### config.mk
export PLATFORM = sky130hd
export DESIGN_NAME = line_rasterizer
export DESIGN_NICKNAME = d
export VERILOG_FILES = /design/src/hdl/lr_pkg.sv /design/src/hdl/lr_ctrl.sv /design/src/hdl/lr_datapath.sv /design/src/hdl/line_rasterizer.sv
export SDC_FILE = /design/constraint.sdc
export NUM_CORES = 1
export LEC_CHECK = 0
export BUFFER_PORTS_ARGS = -buffer_cell sky130_fd_sc_hd__buf_2
export CORE_UTILIZATION = 55
export CTS_BUF_LIST = sky130_fd_sc_hd__clkbuf_8
export CTS_CLUSTER_DIAMETER = 40
export DETAILED_ROUTE_END_ITERATION = 6
export GPL_TIMING_DRIVEN = 0
export PLACE_DENSITY = 0.74
export SLEW_MARGIN = 20
export SYNTH_ARGS = -nofsm -noshare
export SYNTH_HDL_FRONTEND = slang
export SYNTH_SLANG_ARGS = --single-unit
### constraint.sdc
create_clock -name clk -period 10.1 [get_ports clk]
set_clock_uncertainty 0.15 [all_clocks]
set_input_delay 0 -clock clk [delete_from_list [all_inputs] [get_ports clk]]
set_output_delay 0 -clock clk [all_outputs]
set_load 0.05 [all_outputs]
### src/hdl/lr_pkg.sv
package lr_pkg;

    // Default coordinate width.
    localparam int LR_COORD_BITS = 6;

    // Controller states.
    typedef enum logic [1:0] {
        LR_IDLE,
        LR_SETUP,
        LR_DRAW
    } lr_state_t;

    // Commands from the controller to the datapath.
    typedef struct packed {
        logic load;
        logic setup;
        logic step;
    } lr_cmd_t;

    // Status from the datapath to the controller.
    typedef struct packed {
        logic last;
    } lr_status_t;

endpackage

### src/hdl/lr_ctrl.sv
module lr_ctrl
    import lr_pkg::*;
(
    input  logic       clk,
    input  logic       rst_n,
    input  logic       line_valid,
    output logic       line_stall,
    output logic       pixel_valid,
    input  logic       pixel_stall,
    input  lr_status_t status,
    output lr_cmd_t    cmd
);

    lr_state_t state_reg;
    lr_state_t state_next;
    logic      line_take;
    logic      pixel_take;

    // Handshake completions.
    assign line_take  = line_valid && (state_reg == LR_IDLE);
    assign pixel_take = (state_reg == LR_DRAW) && !pixel_stall;

    // State register.
    always_ff @(posedge clk or negedge rst_n)
    begin
        if (!rst_n)
        begin
            state_reg <= LR_IDLE;
        end
        else
        begin
            state_reg <= state_next;
        end
    end

    // Next-state logic.
    always_comb
    begin
        state_next = state_reg;
        case (state_reg)
            LR_IDLE:
            begin
                if (line_take)
                begin
                    state_next = LR_SETUP;
                end
            end
            LR_SETUP:
            begin
                state_next = LR_DRAW;
            end
            LR_DRAW:
            begin
                if (pixel_take && status.last)
                begin
                    state_next = LR_IDLE;
                end
            end
            default:
            begin
                state_next = LR_IDLE;
            end
        endcase
    end

    // Output logic.
    always_comb
    begin
        line_stall  = (state_reg != LR_IDLE);
        pixel_valid = (state_reg == LR_DRAW);
        cmd.load    = line_take;
        cmd.setup   = (state_reg == LR_SETUP);
        cmd.step    = pixel_take;
    end

endmodule

### src/hdl/lr_datapath.sv
module lr_datapath
    import lr_pkg::*;
#(
    parameter int COORD_BITS = LR_COORD_BITS
)
(
    input  logic                  clk,
    input  logic [COORD_BITS-1:0] start_x,
    input  logic [COORD_BITS-1:0] start_y,
    input  logic [COORD_BITS-1:0] end_x,
    input  logic [COORD_BITS-1:0] end_y,
    input  lr_cmd_t               cmd,
    output lr_status_t            status,
    output logic [COORD_BITS-1:0] pixel_x,
    output logic [COORD_BITS-1:0] pixel_y
);

    // Decision variable spans roughly -2*major .. 2*minor.
    localparam int DEC_BITS = COORD_BITS + 3;

    logic [COORD_BITS-1:0] sx_reg, sy_reg, ex_reg, ey_reg;
    logic [COORD_BITS-1:0] px_reg, py_reg, cnt_reg;
    logic signed [DEC_BITS-1:0] dec_reg, inc_a_reg, inc_b_reg;
    logic steep_reg, y_down_reg;

    logic                  swap;
    logic [COORD_BITS-1:0] ax, ay, bx, by, dx, ady, major, minor, start_y_sel;
    logic                  y_down, steep;
    logic signed [DEC_BITS-1:0] major_ext, minor_ext;
    logic                  minor_move;
    logic [COORD_BITS-1:0] y_step;

    // Setup: order endpoints by x, then find the major axis and the deltas.
    always_comb
    begin
        swap   = sx_reg > ex_reg;
        ax     = swap ? ex_reg : sx_reg;
        ay     = swap ? ey_reg : sy_reg;
        bx     = swap ? sx_reg : ex_reg;
        by     = swap ? sy_reg : ey_reg;
        dx     = bx - ax;
        y_down = (ay > by) && (dx != '0);
        ady    = (ay > by) ? (ay - by) : (by - ay);
        // A vertical line is drawn upward from its lower end.
        start_y_sel = ((ay > by) && (dx == '0)) ? by : ay;
        steep     = ady > dx;
        major     = steep ? ady : dx;
        minor     = steep ? dx : ady;
        major_ext = DEC_BITS'(major);
        minor_ext = DEC_BITS'(minor);
    end

    // Step: the minor coordinate moves when the decision variable is positive.
    assign minor_move = !(dec_reg[DEC_BITS-1] || (dec_reg == '0));
    assign y_step     = y_down_reg ? (py_reg - COORD_BITS'(1)) : (py_reg + COORD_BITS'(1));

    // Endpoint capture and walk registers.
    always_ff @(posedge clk)
    begin
        if (cmd.load)
        begin
            sx_reg <= start_x;
            sy_reg <= start_y;
            ex_reg <= end_x;
            ey_reg <= end_y;
        end
        if (cmd.setup)
        begin
            px_reg     <= ax;
            py_reg     <= start_y_sel;
            cnt_reg    <= major;
            steep_reg  <= steep;
            y_down_reg <= y_down;
            dec_reg    <= (minor_ext <<< 1) - major_ext;
            inc_a_reg  <= minor_ext <<< 1;
            inc_b_reg  <= (minor_ext <<< 1) - (major_ext <<< 1);
        end
        else if (cmd.step)
        begin
            cnt_reg <= cnt_reg - COORD_BITS'(1);
            if (minor_move)
            begin
                dec_reg <= dec_reg + inc_b_reg;
            end
            else
            begin
                dec_reg <= dec_reg + inc_a_reg;
            end
            if (steep_reg)
            begin
                py_reg <= y_step;
                if (minor_move)
                begin
                    px_reg <= px_reg + COORD_BITS'(1);
                end
            end
            else
            begin
                px_reg <= px_reg + COORD_BITS'(1);
                if (minor_move)
                begin
                    py_reg <= y_step;
                end
            end
        end
    end

    assign pixel_x     = px_reg;
    assign pixel_y     = py_reg;
    assign status.last = (cnt_reg == '0);

endmodule

### src/hdl/line_rasterizer.sv
// After a line transaction is accepted in the idle state, the controller passes through the setup
// state, in which the walk registers are loaded, to the draw state, where pixels are offered.
// Throughput: one pixel per cycle while pixel_stall is low; a line has n pixels,
// n = max(|dx|,|dy|) + 1, counted down by the walk counter.
// A new line is accepted in the cycle after its last pixel transaction.
// Reset (rst_n low, asynchronous) returns the controller to idle; no clearing pass.
module line_rasterizer
    import lr_pkg::*;
#(
    parameter int COORD_BITS = LR_COORD_BITS
)
(
    input  logic                  clk,
    input  logic                  rst_n,
    input  logic                  line_valid,
    output logic                  line_stall,
    input  logic [COORD_BITS-1:0] start_x,
    input  logic [COORD_BITS-1:0] start_y,
    input  logic [COORD_BITS-1:0] end_x,
    input  logic [COORD_BITS-1:0] end_y,
    output logic                  pixel_valid,
    input  logic                  pixel_stall,
    output logic [COORD_BITS-1:0] pixel_x,
    output logic [COORD_BITS-1:0] pixel_y,
    output logic                  last_pixel
);

    lr_cmd_t    cmd;
    lr_status_t status;

    // Sequencer.
    lr_ctrl u_ctrl (
        .clk         (clk),
        .rst_n       (rst_n),
        .line_valid  (line_valid),
        .line_stall  (line_stall),
        .pixel_valid (pixel_valid),
        .pixel_stall (pixel_stall),
        .status      (status),
        .cmd         (cmd)
    );

    // Coordinate walker.
    lr_datapath #(
        .COORD_BITS (COORD_BITS)
    ) u_datapath (
        .clk     (clk),
        .start_x (start_x),
        .start_y (start_y),
        .end_x   (end_x),
        .end_y   (end_y),
        .cmd     (cmd),
        .status  (status),
        .pixel_x (pixel_x),
        .pixel_y (pixel_y)
    );

    assign last_pixel = status.last;

endmodule

==> results.toml <==
[detailed_routing]
vias = 4249
routed_via_density = 6.04
drtIter0Drc = 297
drt_first_pass_iters = 7
detail_route.wl_per_cell_um = 17.5
drc = 3
drt-total-wl_um = 12300
detail-route-antenna-nets = 0

[critical_path]
cp.required_ps = 10160
start_kind = "flop"
reg2reg_depth = 31
path_max_fanout = 10
worstSetupPathDepth = 31
path_delay_family = "compound AO/OA/AOI/OAI gates"
crit_slowest_cell = "edfxtp_1"
cp_slowest_stage_delay_ps = 490
crit_path_frequent_cell = "ha_1"
r2r_slack_ps = 1450
worstSetupPathType = "flop to flop"
worstSetupEndpointType = "flop"
cp.buffers_inverters = 4
cp.arrival_ps = 8710

[yosys]
synth_cell_types = 76
ys_ff_latch = 68
synthTopCellsByCount = "66 x edfxtp_1, 48 x nand2_1, 35 x a21oi_1"
syn_area_per_cell_um2 = 9.96
synthFlopType = "edfxtp_1"
yosysTopAreaCell = "edfxtp_1"
synth_enable_flop_cells = 66
synth_compound_area_share_pct = 18.2
synth_top_family_by_area = "compound AO/OA/AOI/OAI gates"
synthCells = 508
synth-xor-area-share_pct = 7.74
yosys.area.top_type_share_pct = 39.2
synthMuxAreaShare_pct = 4.53
async_reset_ff_share_pct = 2.94
yosysWarnings = 0
synth.most_common_cell = "edfxtp_1"
synth-seq-area-share_pct = 40.2
syn_area_um2 = 5060
yosys.area_share.simple_pct = 14.2
synth.area.top_cells = "edfxtp_1 39%, ha_1 8.2%, xnor2_1 5.0%"
synthAdderAreaFrac_pct = 11.4
syn-num-nets = 572

[global_routing]
grt_pass1_vias = 4071
grt.busiest_layer = "met2"
grt_start_max_net_pins = 26
overflow = 0
met1_usage_pct = 35.2
grt_pass1_wl_um = 19800
use_met2_pct = 43.3
antenna_found_initial = 0
grtUsageTotal_pct = 26.7
grt_util_met3_pct = 4.65

[clocking]
clk_pin_slew_ps = 80
root_buffer = "clkbuf_8"
clock_path_buffers = 2
clock-sinks = 68
clk_latency_ps = 350
cts_tree = "built"
h-tree-depth = 3
numCtsBuffers = 9
post_cts_buffers = 0

[outcome]
status = "finished with violations"
violations = "design-rule violations"

[place]
post-dp-hpwl_um = 9250
place_area_um2 = 5430
place.gp.congestion = 0.938
io_buffers = 42

[sta]
final-setup-viol-count = 0
rsz0062_at_grt = "false"
hold_viol = 0
finalSetupTns_ps = 0
tightest_slew_ps = 963
timing.slew.headroom_pct = 35.8
maxSlewViolCount = 0
max_freq_mhz = 116
fin_crit_sh_pct = 85.7
fin_crit_ps = 8650

[cells_and_area]
area_delta_synth_final_pct = 16.3
largest_reg_flops = 9
stdcell_area_um2 = 5880
num_antenna_cells = 0
n_fill_cell = 680
final_layout_size_suffix_gt1_share_pct = 15.6
num-nets-final = 655

[job]
maxCapViolations = 0

[die]
ios = 43
die_h_um = 97.9
die-area_um2 = 9580
initial_core_util_pct = 57.4
core-area_um2 = 8810
rows = 34
die_w_um = 97.9

[worst_hold_path]
hp-class = "primary input to flop"
hold_depth = 2
[metrics by stage]
step / setup WS (ps) / hold WS (ps) / cells / util [%]
finish: 1450 / 201 / 704 / 66.8
global route: 834 / 196 / 704 / 66.8
CTS: 1580 / 192 / 704 / 66.8
detailed placement: 1610 / -364 / 660 / 61.7
global placement: 1770 / -366 / 658 / 61.4
floorplan: 2840 / -446 / 508 / -
[cell usage in the layout, fill, tap and decap left out, drive strengths merged, types with 12 or more instances in the layout]
| cell type | n |
|---|---|
| inv | 36 |
| xnor2 | 30 |
| nor2 | 35 |
| a21o | 15 |
| o21ai | 28 |
| dlygate4sd3 | 28 |
| edfxtp | 66 |
| xor2 | 13 |
| ha | 33 |
| nand2 | 49 |
| nand3 | 12 |
| mux2i | 15 |
| buf | 50 |
| clkbuf | 17 |
| a21oi | 35 |
[metal layers]
| metal | up-vias | routed length (um) |
|---|---|---|
| met5 | - | 0 |
| met4 | 0 | 280 |
| met3 | 20 | 829 |
| met2 | 182 | 5760 |
| met1 | 2013 | 5440 |
| li1 | 2034 | - |
[worst reg2reg max path, delay by kind of cell, from the launching register on]
family	cells	cell delay, ps
XOR/XNOR	2	410
multiplexers	1	260
AO/OA/AOI/OAI	13	2910
flip-flops	1	490
AND/OR/NAND/NOR	5	900
buffers and inverters	4	1330
adder cells (fa/ha/maj)	6	2070
[kinds of logic after synthesis]
kind of cell | Yosys count
and+or+nand+nor | 147
AOI/OAI and AO/OA | 135
DFF | 68
buffers and inverters | 47
adders and majority gates | 46
xor gates and xnor gates | 43
muxes | 22
[repair_timing]
action                    CTS  global route
hold buffers               28             0
hold endpoints to repair   35             0
resized for setup           0             0
[path summary, 6_finish.rpt]
path / from / end
max in group asynchronous: rst_n / u_ctrl.state_reg[0]$_DFFE_PN0P_
min: start_x[4] / u_datapath.sx_reg[4]$_DFFE_PP_
min in group asynchronous: rst_n / u_ctrl.state_reg[1]$_DFFE_PN0P_
max reg2reg: u_datapath.sx_reg[1]$_DFFE_PP_ / u_datapath.dec_reg[8]$_DFFE_PP_
min reg2reg: u_ctrl.state_reg[1]$_DFFE_PN0P_ / u_ctrl.state_reg[0]$_DFFE_PN0P_
max: u_datapath.sx_reg[1]$_DFFE_PP_ / u_datapath.dec_reg[8]$_DFFE_PP_
[cell type report]
class                           count  area, um^2  area share, %
Buffer                             13        60.1           1.02
Clock buffer                       10         138           2.34
Multi-Input combinational cell    393        2850           48.4
Tap cell                          108         135           2.30
Sequential cell                    68        2030           34.5
Clock inverter                      6        32.5          0.553
Inverter                           34         128           2.17
Timing Repair Buffer               72         513           8.72
Power is left out: the tool's default activity adds up to more than one toggle a clock period on the data nets, which glitch-free logic cannot reach.
